$ cat src/design/ppgpd_pkg.sv
// Shared types and constants for the PPG adaptive peak detector.
`default_nettype none
package ppgpd_pkg;

  typedef enum logic [3:0] {
    ST_IDLE,
    ST_CAND,
    ST_CONF,
    ST_EMA,
    ST_THR,
    ST_MED,
    ST_MFIN,
    ST_MISS,
    ST_PUSH0,
    ST_PUSH1
  } state_e;

  typedef struct packed {
    logic cap_in;
    logic cand;
    logic conf;
    logic ema;
    logic thr;
    logic med_step;
    logic med_fin;
    logic miss;
    logic push0;
    logic push1;
  } cmd_t;

  typedef struct packed {
    logic       ring_wr;
    logic       med_last;
    logic [1:0] n_res;
    logic       fifo_room;
  } sts_t;

  localparam int CFG_IDX_W  = 3;
  localparam int CFG_DATA_W = 16;
  localparam int IV_W       = 12;
  localparam int IDX_W      = 32;
  localparam int RATIO_W    = 8;
  localparam int MOT_W      = 16;

  localparam logic [CFG_IDX_W-1:0] REG_THR_FACTOR   = 3'd0;
  localparam logic [CFG_IDX_W-1:0] REG_MIN_IV       = 3'd1;
  localparam logic [CFG_IDX_W-1:0] REG_MAX_IV       = 3'd2;
  localparam logic [CFG_IDX_W-1:0] REG_OUT_LOW      = 3'd3;
  localparam logic [CFG_IDX_W-1:0] REG_OUT_HIGH     = 3'd4;
  localparam logic [CFG_IDX_W-1:0] REG_MOTION_LIMIT = 3'd5;

  localparam int THR_FACTOR_RESET = 102;
  localparam int MIN_IV_RESET     = 30;
  localparam int MAX_IV_RESET     = 200;
  localparam int OUT_LOW_RESET    = 32;
  localparam int OUT_HIGH_RESET   = 96;
  localparam int MOT_LIMIT_RESET  = 4915;

  localparam int THRESH_FLOOR     = 164;
  localparam int HALF_Q14         = 8192;
  localparam int EMA_SHIFT        = 3;
  localparam int MEDIAN_MIN_COUNT = 3;

  localparam int FIFO_DEPTH = 4;
  localparam int FIFO_PTR_W = 2;
  localparam int FIFO_CNT_W = 3;

endpackage
`default_nettype wire

$ cat src/design/ppgpd_ctrl.sv
// Sequencing state machine of the PPG adaptive peak detector.
`default_nettype none
module ppgpd_ctrl (
  input  wire logic            clk_i,
  input  wire logic            rst_ni,
  input  wire logic            in_valid_i,
  output logic                 in_ready_o,
  input  wire ppgpd_pkg::sts_t sts_i,
  output ppgpd_pkg::cmd_t      cmd_o
);
  import ppgpd_pkg::*;

  state_e state_q, state_d;

  always_ff @(posedge clk_i or negedge rst_ni) begin
    if (!rst_ni) begin
      state_q <= ST_IDLE;
    end else begin
      state_q <= state_d;
    end
  end

  always_comb begin
    state_d = state_q;
    case (state_q)
      ST_IDLE: begin
        if (in_valid_i && sts_i.fifo_room) state_d = ST_CAND;
      end
      ST_CAND:  state_d = ST_CONF;
      ST_CONF:  state_d = ST_EMA;
      ST_EMA:   state_d = ST_THR;
      ST_THR:   state_d = sts_i.ring_wr ? ST_MED : ST_MISS;
      ST_MED: begin
        if (sts_i.med_last) state_d = ST_MFIN;
      end
      ST_MFIN:  state_d = ST_MISS;
      ST_MISS:  state_d = ST_PUSH0;
      ST_PUSH0: state_d = (sts_i.n_res == 2'd2) ? ST_PUSH1 : ST_IDLE;
      ST_PUSH1: state_d = ST_IDLE;
      default:  state_d = ST_IDLE;
    endcase
  end

  always_comb begin
    cmd_o      = '0;
    in_ready_o = 1'b0;
    case (state_q)
      ST_IDLE: begin
        in_ready_o   = sts_i.fifo_room;
        cmd_o.cap_in = in_valid_i && sts_i.fifo_room;
      end
      ST_CAND:  cmd_o.cand     = 1'b1;
      ST_CONF:  cmd_o.conf     = 1'b1;
      ST_EMA:   cmd_o.ema      = 1'b1;
      ST_THR:   cmd_o.thr      = 1'b1;
      ST_MED:   cmd_o.med_step = 1'b1;
      ST_MFIN:  cmd_o.med_fin  = 1'b1;
      ST_MISS:  cmd_o.miss     = 1'b1;
      ST_PUSH0: cmd_o.push0    = (sts_i.n_res != 2'd0);
      ST_PUSH1: cmd_o.push1    = 1'b1;
      default: begin
      end
    endcase
  end

  a_cand_then_conf: assert property (@(posedge clk_i) disable iff (!rst_ni)
    state_q == ST_CAND |=> state_q == ST_CONF)
    else $error("candidate step not followed by confirmation step");

  a_med_exit: assert property (@(posedge clk_i) disable iff (!rst_ni)
    state_q == ST_MED |=> state_q == ST_MED || state_q == ST_MFIN)
    else $error("median scan left early");

  a_push1_after_push0: assert property (@(posedge clk_i) disable iff (!rst_ni)
    cmd_o.push1 |-> $past(cmd_o.push0))
    else $error("second result pushed without first");

endmodule
`default_nettype wire

$ cat src/design/ppgpd_dp.sv
// Datapath of the PPG adaptive peak detector: state, interval ring, median scan, result queue.
`default_nettype none
module ppgpd_dp #(
  parameter int HISTORY_DEPTH = 8,
  parameter int SAMPLE_BITS   = 16,
  parameter int INTERVAL_BITS = 12
) (
  input  wire logic                                  clk_i,
  input  wire logic                                  rst_ni,
  input  wire ppgpd_pkg::cmd_t                       cmd_i,
  output ppgpd_pkg::sts_t                            sts_o,
  input  wire logic signed [SAMPLE_BITS-1:0]         sample_i,
  input  wire logic [ppgpd_pkg::MOT_W-1:0]           motion_i,
  input  wire logic                                  motion_present_i,
  input  wire logic                                  buffer_end_i,
  input  wire logic                                  cfg_valid_i,
  output logic                                       cfg_ready_o,
  input  wire logic [ppgpd_pkg::CFG_IDX_W-1:0]       cfg_index_i,
  input  wire logic [ppgpd_pkg::CFG_DATA_W-1:0]      cfg_data_i,
  output logic                                       out_valid_o,
  input  wire logic                                  out_ready_i,
  output logic [ppgpd_pkg::IDX_W-1:0]                peak_index_o,
  output logic signed [SAMPLE_BITS-1:0]              amplitude_o,
  output logic [ppgpd_pkg::IV_W-1:0]                 interval_o,
  output logic                                       flag_outlier_o,
  output logic                                       flag_motion_o,
  output logic                                       flag_interpolated_o,
  output logic [ppgpd_pkg::IV_W-1:0]                 median_interval_o,
  output logic                                       last_of_run_o
);
  import ppgpd_pkg::*;

  localparam int SB     = SAMPLE_BITS;
  localparam int HD     = HISTORY_DEPTH;
  localparam int PTR_W  = $clog2(HD);
  localparam int FILL_W = $clog2(HD + 1);
  localparam int MED_W  = INTERVAL_BITS + 1;
  localparam int RES_W  = IDX_W + SB + IV_W + 3;
  localparam int ENT_W  = RES_W + IV_W + 1;
  localparam logic signed [SB-1:0] HALF_VAL  = SB'(HALF_Q14);
  localparam logic signed [SB-1:0] THR_RST   = SB'((THR_FACTOR_RESET * HALF_Q14) >> 8);
  localparam logic signed [SB-1:0] MAX_POS   = SB'((1 << (SB - 1)) - 1);
  localparam logic signed [SB+9:0] FLOOR_EXT = (SB+10)'(THRESH_FLOOR);
  localparam logic signed [SB+9:0] MAX_EXT   = (SB+10)'((1 << (SB - 1)) - 1);

  function automatic logic signed [SB-1:0] ema_f(input logic signed [SB-1:0] m,
                                                 input logic signed [SB-1:0] x);
    logic signed [SB:0] d;
    d = $signed({x[SB-1], x}) - $signed({m[SB-1], m});
    return m + SB'(d >>> EMA_SHIFT);
  endfunction

  logic [RATIO_W-1:0] thr_factor_q, out_low_q, out_high_q;
  logic [IV_W-1:0]    min_iv_q, max_iv_q;
  logic [MOT_W-1:0]   mot_limit_q;

  logic signed [SB-1:0] x_q, last_x_q, cand_amp_q, peak_mean_q, trough_q, thr_q;
  logic signed [SB:0]   prev_slope_q;
  logic [MOT_W-1:0]     mot_now_q, prev_motion_q, cand_mot_q;
  logic                 bend_q, have_prev_q, cand_held_q, have_last_q, ring_wr_q;
  logic [IDX_W-1:0]     cand_at_q, last_q, cnt_q;
  logic [INTERVAL_BITS-1:0] ring_q [HD];
  logic [PTR_W-1:0]     wpos_q, med_i_q;
  logic [FILL_W-1:0]    fill_q;
  logic [MED_W-1:0]     med2_q;
  logic [INTERVAL_BITS-1:0] lo_q, hi_q;
  logic [1:0]           nres_q;
  logic [RES_W-1:0]     res_q [2];
  logic [ENT_W-1:0]     fifo_q [FIFO_DEPTH];
  logic [FIFO_PTR_W-1:0] wr_q, rd_q;
  logic [FIFO_CNT_W-1:0] fcnt_q;

  logic signed [SB:0]   slope;
  logic                 turn, take, close, confirm, bad_iv, outlier, miss_hit;
  logic [IDX_W-1:0]     peak_gap, iv, elapsed, miss_at;
  logic [31:0]          prod_hi, prod_lo, iv_x128;
  logic [38:0]          elapsed_x128;
  logic signed [SB:0]   diff_pt;
  logic signed [SB+9:0] prod_thr, q_thr;
  logic [INTERVAL_BITS-1:0] t_i;
  logic [FILL_W-1:0]    rank, half;
  logic [INTERVAL_BITS-1:0] med;
  logic                 push, pop;
  logic [ENT_W-1:0]     push_ent, head;

  assign slope = have_prev_q ? ($signed({x_q[SB-1], x_q}) -
                                $signed({last_x_q[SB-1], last_x_q})) : '0;
  assign turn  = have_prev_q && (prev_slope_q > 0) && (slope <= 0);
  assign peak_gap = cnt_q - IDX_W'(1) - last_q;
  assign close = have_last_q && (peak_gap < {{(IDX_W-IV_W){1'b0}}, min_iv_q});
  assign take  = !close && (!cand_held_q || (last_x_q > cand_amp_q));

  assign confirm = cand_held_q && (x_q < trough_q) && (slope < 0);
  assign iv      = have_last_q ? (cand_at_q - last_q) : '0;
  assign bad_iv  = have_last_q && ((iv < {{(IDX_W-IV_W){1'b0}}, min_iv_q}) ||
                                   (iv > {{(IDX_W-IV_W){1'b0}}, max_iv_q}));
  assign prod_hi = {{(32-MED_W){1'b0}}, med2_q} * {{(32-RATIO_W){1'b0}}, out_high_q};
  assign prod_lo = {{(32-MED_W){1'b0}}, med2_q} * {{(32-RATIO_W){1'b0}}, out_low_q};
  assign iv_x128 = {13'd0, iv[IV_W-1:0], 7'd0};
  assign outlier = have_last_q && (med2_q >= MED_W'(2)) &&
                   ((iv_x128 > prod_hi) || (iv_x128 < prod_lo));

  assign diff_pt  = $signed({peak_mean_q[SB-1], peak_mean_q}) -
                    $signed({trough_q[SB-1], trough_q});
  assign prod_thr = $signed({1'b0, thr_factor_q}) * diff_pt;
  assign q_thr    = prod_thr >>> 8;

  assign elapsed      = cnt_q + IDX_W'(1) - last_q;
  assign elapsed_x128 = {elapsed, 7'd0};
  assign med          = med2_q[MED_W-1:1];
  assign miss_at      = last_q + IDX_W'(med);
  assign miss_hit     = bend_q && have_last_q && (med2_q >= MED_W'(2)) &&
                        (elapsed_x128 > {7'd0, prod_hi}) &&
                        ({{(IDX_W-INTERVAL_BITS){1'b0}}, med} < elapsed);

  assign t_i  = ring_q[med_i_q];
  assign half = fill_q >> 1;
  always_comb begin
    rank = '0;
    for (int j = 0; j < HD; j++) begin
      if ((FILL_W'(j) < fill_q) &&
          ((ring_q[j] < t_i) || ((ring_q[j] == t_i) && (PTR_W'(j) < med_i_q)))) begin
        rank = rank + FILL_W'(1);
      end
    end
  end

  assign push     = cmd_i.push0 || cmd_i.push1;
  assign push_ent = cmd_i.push1 ? {res_q[1], IV_W'(med2_q >> 1), 1'b1}
                                : {res_q[0], IV_W'(med2_q >> 1), (nres_q == 2'd1)};
  assign pop      = out_valid_o && out_ready_i;
  assign head     = fifo_q[rd_q];

  assign out_valid_o = (fcnt_q != '0);
  assign {peak_index_o, amplitude_o, interval_o, flag_outlier_o, flag_motion_o,
          flag_interpolated_o, median_interval_o, last_of_run_o} = head;
  assign cfg_ready_o = 1'b1;

  assign sts_o.ring_wr   = ring_wr_q;
  assign sts_o.med_last  = (med_i_q == PTR_W'(HD - 1));
  assign sts_o.n_res     = nres_q;
  assign sts_o.fifo_room = (fcnt_q <= FIFO_CNT_W'(FIFO_DEPTH - 2));

  always_ff @(posedge clk_i) begin
    if (cmd_i.conf && confirm && !bad_iv && (iv != '0)) begin
      ring_q[wpos_q] <= iv[INTERVAL_BITS-1:0];
    end
    if (cmd_i.conf && confirm && !bad_iv) begin
      res_q[0] <= {cand_at_q, cand_amp_q, iv[IV_W-1:0], outlier,
                   (cand_mot_q > mot_limit_q), 1'b0};
    end
    if (cmd_i.miss && miss_hit) begin
      res_q[nres_q[0]] <= {miss_at, SB'(0), IV_W'(med), 1'b0, 1'b0, 1'b1};
    end
    if (push) begin
      fifo_q[wr_q] <= push_ent;
    end
    if (cmd_i.cap_in) begin
      x_q       <= sample_i;
      mot_now_q <= motion_present_i ? motion_i : prev_motion_q;
      bend_q    <= buffer_end_i;
    end
    if (cmd_i.med_step && (FILL_W'(med_i_q) < fill_q)) begin
      if (rank == half) hi_q <= t_i;
      if (rank == half - FILL_W'(1)) lo_q <= t_i;
    end
  end

  always_ff @(posedge clk_i or negedge rst_ni) begin
    if (!rst_ni) begin
      thr_factor_q  <= RATIO_W'(THR_FACTOR_RESET);
      min_iv_q      <= IV_W'(MIN_IV_RESET);
      max_iv_q      <= IV_W'(MAX_IV_RESET);
      out_low_q     <= RATIO_W'(OUT_LOW_RESET);
      out_high_q    <= RATIO_W'(OUT_HIGH_RESET);
      mot_limit_q   <= MOT_W'(MOT_LIMIT_RESET);
      last_x_q      <= '0;
      prev_slope_q  <= '0;
      prev_motion_q <= '0;
      have_prev_q   <= 1'b0;
      cand_amp_q    <= '0;
      cand_at_q     <= '0;
      cand_mot_q    <= '0;
      cand_held_q   <= 1'b0;
      last_q        <= '0;
      have_last_q   <= 1'b0;
      peak_mean_q   <= HALF_VAL;
      trough_q      <= '0;
      thr_q         <= THR_RST;
      wpos_q        <= '0;
      fill_q        <= '0;
      cnt_q         <= '0;
      med2_q        <= '0;
      med_i_q       <= '0;
      ring_wr_q     <= 1'b0;
      nres_q        <= '0;
      wr_q          <= '0;
      rd_q          <= '0;
      fcnt_q        <= '0;
    end else begin
      if (cfg_valid_i) begin
        case (cfg_index_i)
          REG_THR_FACTOR:   thr_factor_q <= cfg_data_i[RATIO_W-1:0];
          REG_MIN_IV:       min_iv_q     <= cfg_data_i[IV_W-1:0];
          REG_MAX_IV:       max_iv_q     <= cfg_data_i[IV_W-1:0];
          REG_OUT_LOW:      out_low_q    <= cfg_data_i[RATIO_W-1:0];
          REG_OUT_HIGH:     out_high_q   <= cfg_data_i[RATIO_W-1:0];
          REG_MOTION_LIMIT: mot_limit_q  <= cfg_data_i[MOT_W-1:0];
          default: begin
          end
        endcase
      end
      if (cmd_i.cap_in) begin
        nres_q    <= '0;
        ring_wr_q <= 1'b0;
        med_i_q   <= '0;
      end
      if (cmd_i.cand && turn) begin
        if (last_x_q > thr_q) begin
          if (take) begin
            cand_amp_q  <= last_x_q;
            cand_at_q   <= cnt_q - IDX_W'(1);
            cand_mot_q  <= prev_motion_q;
            cand_held_q <= 1'b1;
          end
        end else begin
          trough_q <= ema_f(trough_q, last_x_q);
        end
      end
      if (cmd_i.conf && confirm) begin
        last_q      <= cand_at_q;
        cand_held_q <= 1'b0;
        if (!bad_iv) begin
          have_last_q <= 1'b1;
          nres_q      <= 2'd1;
          if (iv != '0) begin
            ring_wr_q <= 1'b1;
            wpos_q    <= (wpos_q == PTR_W'(HD - 1)) ? '0 : wpos_q + PTR_W'(1);
            if (fill_q != FILL_W'(HD)) fill_q <= fill_q + FILL_W'(1);
          end
        end
      end
      if (cmd_i.ema) begin
        if (cand_held_q) peak_mean_q <= ema_f(peak_mean_q, cand_amp_q);
        prev_motion_q <= mot_now_q;
        last_x_q      <= x_q;
        prev_slope_q  <= slope;
        have_prev_q   <= 1'b1;
      end
      if (cmd_i.thr) begin
        if (q_thr < FLOOR_EXT) begin
          thr_q <= SB'(THRESH_FLOOR);
        end else if (q_thr > MAX_EXT) begin
          thr_q <= MAX_POS;
        end else begin
          thr_q <= SB'(q_thr);
        end
      end
      if (cmd_i.med_step) begin
        med_i_q <= med_i_q + PTR_W'(1);
      end
      if (cmd_i.med_fin) begin
        if (fill_q < FILL_W'(MEDIAN_MIN_COUNT)) begin
          med2_q <= '0;
        end else if (fill_q[0]) begin
          med2_q <= {hi_q, 1'b0};
        end else begin
          med2_q <= {1'b0, lo_q} + {1'b0, hi_q};
        end
      end
      if (cmd_i.miss) begin
        cnt_q <= cnt_q + IDX_W'(1);
        if (miss_hit) begin
          last_q <= miss_at;
          nres_q <= nres_q + 2'd1;
        end
      end
      if (push) wr_q <= wr_q + FIFO_PTR_W'(1);
      if (pop)  rd_q <= rd_q + FIFO_PTR_W'(1);
      if (push && !pop) begin
        fcnt_q <= fcnt_q + FIFO_CNT_W'(1);
      end else if (pop && !push) begin
        fcnt_q <= fcnt_q - FIFO_CNT_W'(1);
      end
    end
  end

endmodule
`default_nettype wire

$ cat src/design/ppg_adaptive_peak_detector.sv
// Top level of the PPG adaptive peak detector.
// Takes one PPG sample per transaction and reports confirmed systolic peaks and interpolated
// missed beats, up to two results per sample, through a four-entry result queue. A sample
// steps through the candidate, confirmation, EMA and threshold states; when a new interval
// enters the ring, a median rank scan follows that visits one ring entry per cycle, then
// the missed-beat check and one push per queued result. A new sample is accepted only
// after the last one is finished and while the queue has room for two results.
`default_nettype none
module ppg_adaptive_peak_detector #(
  parameter int HISTORY_DEPTH = 8,
  parameter int SAMPLE_BITS   = 16,
  parameter int INTERVAL_BITS = 12
) (
  input  wire logic                              clk_i,
  input  wire logic                              rst_ni,
  input  wire logic                              in_valid_i,
  output logic                                   in_ready_o,
  input  wire logic signed [SAMPLE_BITS-1:0]     sample_i,
  input  wire logic [ppgpd_pkg::MOT_W-1:0]       motion_i,
  input  wire logic                              motion_present_i,
  input  wire logic                              buffer_end_i,
  input  wire logic                              cfg_valid_i,
  output logic                                   cfg_ready_o,
  input  wire logic [ppgpd_pkg::CFG_IDX_W-1:0]   cfg_index_i,
  input  wire logic [ppgpd_pkg::CFG_DATA_W-1:0]  cfg_data_i,
  output logic                                   out_valid_o,
  input  wire logic                              out_ready_i,
  output logic [ppgpd_pkg::IDX_W-1:0]            peak_index_o,
  output logic signed [SAMPLE_BITS-1:0]          amplitude_o,
  output logic [ppgpd_pkg::IV_W-1:0]             interval_o,
  output logic                                   flag_outlier_o,
  output logic                                   flag_motion_o,
  output logic                                   flag_interpolated_o,
  output logic [ppgpd_pkg::IV_W-1:0]             median_interval_o,
  output logic                                   last_of_run_o
);
  import ppgpd_pkg::*;

  cmd_t cmd;
  sts_t sts;

  ppgpd_ctrl u_ctrl (
    .clk_i      (clk_i),
    .rst_ni     (rst_ni),
    .in_valid_i (in_valid_i),
    .in_ready_o (in_ready_o),
    .sts_i      (sts),
    .cmd_o      (cmd)
  );

  ppgpd_dp #(
    .HISTORY_DEPTH (HISTORY_DEPTH),
    .SAMPLE_BITS   (SAMPLE_BITS),
    .INTERVAL_BITS (INTERVAL_BITS)
  ) u_dp (
    .clk_i               (clk_i),
    .rst_ni              (rst_ni),
    .cmd_i               (cmd),
    .sts_o               (sts),
    .sample_i            (sample_i),
    .motion_i            (motion_i),
    .motion_present_i    (motion_present_i),
    .buffer_end_i        (buffer_end_i),
    .cfg_valid_i         (cfg_valid_i),
    .cfg_ready_o         (cfg_ready_o),
    .cfg_index_i         (cfg_index_i),
    .cfg_data_i          (cfg_data_i),
    .out_valid_o         (out_valid_o),
    .out_ready_i         (out_ready_i),
    .peak_index_o        (peak_index_o),
    .amplitude_o         (amplitude_o),
    .interval_o          (interval_o),
    .flag_outlier_o      (flag_outlier_o),
    .flag_motion_o       (flag_motion_o),
    .flag_interpolated_o (flag_interpolated_o),
    .median_interval_o   (median_interval_o),
    .last_of_run_o       (last_of_run_o)
  );

endmodule
`default_nettype wire

$ cat config.mk
export PLATFORM = sky130hd
export DESIGN_NAME = ppg_adaptive_peak_detector
export DESIGN_NICKNAME = d
export VERILOG_FILES = /design/src/design/ppgpd_pkg.sv /design/src/design/ppgpd_ctrl.sv /design/src/design/ppgpd_dp.sv /design/src/design/ppg_adaptive_peak_detector.sv
export SDC_FILE = /design/constraint.sdc
export NUM_CORES = 2
export LEC_CHECK = 0
export BUFFER_PORTS_ARGS = -buffer_cell sky130_fd_sc_hd__buf_2
export CAP_MARGIN = 40
export CORE_MARGIN = 1.5
export CORE_UTILIZATION = 69
export DETAILED_ROUTE_END_ITERATION = 8
export GPL_ROUTABILITY_DRIVEN = 0
export PLACE_DENSITY = 0.87
export SLEW_MARGIN = 20
export SYNTH_ARGS = -nofsm -noshare
export SYNTH_HDL_FRONTEND = slang
export SYNTH_HIERARCHICAL = 1
export SYNTH_SLANG_ARGS = --single-unit
$ cat constraint.sdc
create_clock -name clk_i -period 18.61 [get_ports clk_i]
set_input_delay 0.9305 -clock clk_i [delete_from_list [all_inputs] [get_ports clk_i]]
set_output_delay 0.9305 -clock clk_i [all_outputs]
set_load 0.01 [all_outputs]
Yosys cells after proc, flatten, opt, wreduce, memory -nomap -nowiden
Memory sizes are Yosys's and may differ from the RTL's. Cells that the tools add are included.

Add/sub/neg operators: 29. $mul: 3. $lt $le $gt $ge: 44. Eq/ne operators: 31. Multiplexer cells: 64. Bitwise operators: 2. Reductions and logical operators: 83.

Operators with widths (number): 32-bit two-way mux (4); 12-bit equality test (8); 12-bit less-than comparator (8); 32-bit subtractor (3); 76-bit two-way mux (1); 16-bit by 16-bit subtractor with 17-bit output (4); 32-bit by 12-bit less-than comparator with 1-bit output (2); 63-bit two-way mux (1); 63-bit OR reduction (1); 16-bit greater-than comparator (3); 16-bit two-way mux (3); 13-bit by 8-bit multiplier with 21-bit output (2); 4-bit two-way mux (10); 39-bit by 21-bit greater-than comparator with 1-bit output (1); 1-bit logical AND (39); 4-bit one-hot mux with 9 select lines (1); 16-bit by 14-bit adder with 16-bit output (2); 32-bit by 1-bit adder with 32-bit output (second input constant) (1); 32-bit by 12-bit adder with 32-bit output (1); 4-bit by 1-bit adder with 4-bit output (second input constant) (8); 32-bit by 12-bit greater-than comparator with 1-bit output (1); 12-bit by 32-bit less-than comparator with 1-bit output (1); 32-bit nonzero test (1); 32-bit by 1-bit subtractor with 32-bit output (second input constant) (1); other kinds (53) (149).

Register bits: 386. RAM bits: 526. Word-level logic and storage cells: 294. Memories: 3.

Memory list: u_dp.fifo_q (words 4, width 76, read ports 1, clocked after Yosys merged registers in 0, write ports 1, line ppgpd_dp.sv:69) `logic [ENT_W-1:0] fifo_q [FIFO_DEPTH];`; u_dp.res_q (words 2, width 63, read ports 2, clocked after Yosys merged registers in 0, write ports 1, line ppgpd_dp.sv:68) `logic [RES_W-1:0] res_q [2];`; u_dp.ring_q (words 8, width 12, read ports 9, clocked after Yosys merged registers in 0, write ports 1, line ppgpd_dp.sv:62) `logic [INTERVAL_BITS-1:0] ring_q [HD];`.

Depth between registers and ports, before layout
An unclocked memory read counts as a cell.

Depth after elaboration: 22. Gate-level depth with buffers: 38.

By module
The synthesis kept the hierarchy.

By module, submodules not included: ppgpd_dp (times used 1, cells an instance 5885, area each 63379.5 µm²); ppgpd_ctrl (times used 1, cells an instance 38, area each 297.8 µm²).

Worst setup path after synthesis
No wires, ideal clock.

Path type: register -> register. Start point: register u_dp.med_i_q[0]. End point: register u_dp.hi_q[0], enable pin. Setup time: 412 ps. Data arrival time: 8877 ps. Data required time: 18198 ps. Path slack: 9320 ps. Stages on the path, launching flop included: 37. Clock period less this slack: 9290 ps. Cell sequence: dfrtp_1 clkbuf_1 buf_1 mux4_2 mux2i_1 ha_1 a21o_1 a21o_1 a21oi_1 o221ai_1 o31a_1 or2_2 inv_1 ha_1 nor2b_1 a221o_1 nor3_1 inv_1 ha_1 nor2b_1 a21o_1 ha_1 mux2i_1 inv_1 ha_1 o211ai_1 inv_1 ha_1 nor2_1 a21oi_1 ha_1 nand2_1 nand2_1 xnor2_1 xnor2_1 nand2_1 nor4_1.

Word-level cells in the longest chain between the ends: 22. Elaborated cells on any way between the ends: 68. Classes of those cells: add/sub: 7; order compare: 17; eq/ne: 9; mux: 8; reduce/logical: 26; memory: 1.

RTL lines: from (decl) (line ppgpd_dp.sv:63) `logic [PTR_W-1:0] wpos_q, med_i_q;`; from (signal assigned) (line ppgpd_dp.sv:260) `med_i_q <= med_i_q + PTR_W'(1);`; parallel branches: the longest is 21 deep, another holds memory read 8 x 12 bit; 2-bit AND reduction (no line) (*); to (signal assigned) (line ppgpd_dp.sv:164) `if (rank == half) hi_q <= t_i;`; to (decl) (line ppgpd_dp.sv:66) `logic [INTERVAL_BITS-1:0] lo_q, hi_q;`.

Mark *: on every way between the ends. A chain may end at the register's enable or synchronous reset.

Worst setup path after layout
Start point: register u_dp.med2_q[1]. End point: memory u_dp/res_q[0][35] in the netlist's numbering, data pin.

Word-level cells in the longest chain between the ends: 9. Elaborated cells on any way between the ends: 13. Classes of those cells: add/sub: 1; mul: 1; order compare: 3; mux: 3; reduce/logical: 5.

RTL lines: from (decl) (line ppgpd_dp.sv:65) `logic [MED_W-1:0] med2_q;`; from (signal assigned) (line ppgpd_dp.sv:266) `med2_q <= {hi_q, 1'b0};`; from (signal assigned) (line ppgpd_dp.sv:268) `med2_q <= {1'b0, lo_q} + {1'b0, hi_q};`; 13-bit by 8-bit multiplier with 21-bit output / 13-bit by 2-bit greater-or-equal comparator with 1-bit output (equally long branches) (line ppgpd_dp.sv:97, ppgpd_dp.sv:112); 39-bit by 21-bit greater-than comparator with 1-bit output / 1-bit logical AND (equally long branches) (line ppgpd_dp.sv:113, ppgpd_dp.sv:112); 1-bit logical AND (line ppgpd_dp.sv:112) `assign miss_hit = bend_q && have_last_q && (med2_q >= MED_W'(2)) &&`; 1-bit logical AND (line ppgpd_dp.sv:113) `(elapsed_x128 > {7'd0, prod_hi}) &&`; 1-bit logical AND (line ppgpd_dp.sv:152) `if (cmd_i.miss && miss_hit) begin`; 1-bit two-way mux (line ppgpd_dp.sv:152); 1-bit two-way mux (not written as such) (line ppgpd_dp.sv:153) `res_q[nres_q[0]] <= {miss_at, SB'(0), IV_W'(med), 1'b0, 1'b0, 1'b1};`; 63-bit OR reduction (no line); 63-bit two-way mux (no line) (*); to (decl) (line ppgpd_dp.sv:68).

Mark *: on every way between the ends. The rest lies on a longest branch, timed or not.

==> run metrics <==
status=finished clean; routed len/inst=between 20 and 25 um; Reg-to-Reg Start=u_dp/med2_q[1]; Crit path largest cell delay=0.88 ns; core area=91,520 sq um; vias per cell=roughly 6.5; Fin. Hold Viols=0; Critical Path AT=~9.9 ns; Worst R2R Path Depth=31; CTS H-tree lvls=3; met2 routed WL=around 76 mm; GRT Util Overall=34.72%; initial antenna violation count=1; Mapped Nets=6,835; kind of critical path=reg2reg; min Tclk post-route=9.399 ns; Req. time, crit path=19.15 ns; Num CTS Buffers=94; Worst-Skew Late Latency=0.69 ns; CTS Sinks=a little under 900; final setup fails=0; relative slew slack=between 30% and 40%; RSZ-0062 raised after global routing=no; HP Class=in2async; met1 WL=63.74 mm; clk_skew=between 0.02 and 0.03 ns; slowest stage cell, crit path=dfrtp_1; Post-synth EDFFs=545; Post-CTS Repair Setup Buffers=0; Initial Util=69.57%; Root Buffer=clkbuf_16; synth warn=6; DRT Pass-1 Iters=7; design area=approximately 69,000 sq um; Seq/Total Area, Yosys=around 40%; Routed WL=163.7 mm; Syn Area/Cell=~11 sq um; gr ovfl total=0; netlist area before placement=63,680 sq um; pin count of the biggest net entering global routing=170; post-synthesis cell type count=107; IO Port Bufs=135; post-CTS resize count=0; DP Wirelength=118.6 mm; Cells after Synth=5,923; metal3 WL=~17 mm; Filler Cells Inserted=5,608; Layout area overhead=8.608%; hold buffer count at CTS=0; Die Area=approximately 94,000 sq um; post-place instance area=65,790 sq um; FP Rows=about 110; Synth async-reset ratio=36.84%; final max-slew violation count=0; vias in the first global route=47,461; register bit total from synthesis=893; r2r setup slk=9.21 ns; Max Root-Sink Buffers=3; die height=306.8 um; minimum hold slack=0.2997 ns; worst slew pin tran=about 1 ns; Residual DRC=0; share of layout cells above drive strength 1=12.32%; 1st-iter DRT viols=5,681; startpoint types=flip-flop; Tcrit/Tclk final=between 50% and 60%; main flop type after synthesis=edfxtp_1; Final #Nets=6,938; post-route setup TNS=0 ns; post-route ant nets=0; Ports=roughly 140; R2R Path End=u_dp/res_q[0][35]; Max Used Layer=met4; final core occ=75.56%; CP Capture Type=flip-flop; global-route wire length before repair=256.6 mm; most used cell, CP=fa_1; Worst-path clk slew=around 0.060 ns; via count=47,735; max-cap violation count=0; Die W=306.8 um; CP Max Fanout=26; Max Fclk=between 100 and 150 MHz; CTS tree=yes
[worst max-delay path by stage]
stage / end / slack, ns / cells after the start / from
floorplan: u_dp/hi_q[0] / 9.32 / 36 / u_dp/med_i_q[0]
global placement: u_dp/res_q[0][34] / 9.37 / 30 / u_dp/med2_q[1]
detailed placement: u_dp/res_q[0][41] / 9.41 / 31 / u_dp/med2_q[1]
CTS: u_dp/res_q[0][35] / 9.36 / 31 / u_dp/med2_q[1]
global route: u_dp/res_q[0][35] / 8.70 / 31 / u_dp/med2_q[1]
finish: u_dp/res_q[0][35] / 9.21 / 31 / u_dp/med2_q[1]
[flip-flops by register name, summed over array words and instances, names as in the netlist, 17 cells and up]
register / flops
u_dp/cand_at_q: 32
u_dp/cnt_q: 32
u_dp/fifo_q: 304
u_dp/last_q: 32
u_dp/prev_slope_q: 17
u_dp/res_q: 107
u_dp/ring_q: 96
[stage by stage]
step	cells	setup WS, ns
2_1_floorplan	5923	9.320
3_3_place_gp	7085	9.372
3_5_place_dp	7104	9.405
4_1_cts	7279	9.357
5_1_grt	7291	8.697
6_report	7293	9.211
[cells in the final DEF (no fill, tap or decap), types with 139 or more instances in the layout]
master / count
ha_1: 606
fa_1: 248
dfrtp_1: 301
o21ai_0: 239
xnor2_1: 186
buf_2: 139
edfxtp_1: 545
nand2_1: 438
a21oi_1: 267
and2_1: 178
mux2_2: 173
nor2_1: 287
inv_1: 637
[cell usage after synthesis (39+ instances only)]
cell type / instances / area [sq um]
a21o_1: 117 / 878.3
a21oi_1: 269 / 1346
a22o_1: 40 / 350.3
and2_1: 178 / 1114
and3_1: 48 / 300.3
clkbuf_1: 155 / 581.8
dfrtp_1: 303 / 7582
edfxtp_1: 545 / 16370
fa_1: 248 / 4965
ha_1: 606 / 7582
inv_1: 637 / 2391
mux2_2: 173 / 1948
mux2i_1: 71 / 710.7
mux4_2: 100 / 2252
nand2_1: 439 / 1648
nand2b_1: 65 / 406.6
nand3_1: 90 / 450.4
nand4_1: 76 / 475.5
nor2_1: 290 / 1089
nor2b_1: 99 / 619.3
nor3_1: 112 / 560.5
nor4_1: 39 / 244.0
o21a_1: 69 / 518.0
o21ai_0: 239 / 1196
xnor2_1: 186 / 1629
xor2_1: 116 / 1016
[per-layer routing]
metal	vias up	global-route usage, %
li1	21248	-
met3	501	7.037
met5	-	0
met2	2639	56.01
met4	0	13.03
met1	23347	46.68
[final cells by class]
type,count,area [sq um],share of cell area [%]
Multi-Input combinational cell,4171,35480,51.31
Sequential cell,893,25020,36.18
Clock buffer,118,2535,3.665
Inverter,639,2399,3.468
Timing Repair Buffer,227,1587,2.294
Tap cell,1186,1484,2.146
Clock inverter,57,648.1,0.9372
Antenna cell,2,5.005,0.007237
[critical path: cells and delay by family (launching register included)]
kind	cells	cell delay, ns
simple gates	11	2.78
fa+ha+maj	6	2.76
compound gates	9	2.27
flops	1	0.88
buf+inv	4	0.40
xor+xnor	1	0.12
[kinds of logic (layout without fill, tap and decap cells)]
group | after synthesis | after routing | synth area share (%)
buffers and inverters | 859 | 1041 | 5.231
AOI/OAI and AO/OA | 1083 | 1083 | 11.10
DFF | 893 | 893 | 39.28
muxes | 357 | 357 | 7.942
xor gates and xnor gates | 305 | 305 | 4.252
and+or+nand+nor | 1571 | 1571 | 12.49
other | 1 | 3 | 0.005889
adders and majority gates | 854 | 854 | 19.70
Power is left out: the tool's default activity adds up to more than one toggle a clock period on the data nets, which glitch-free logic cannot reach.
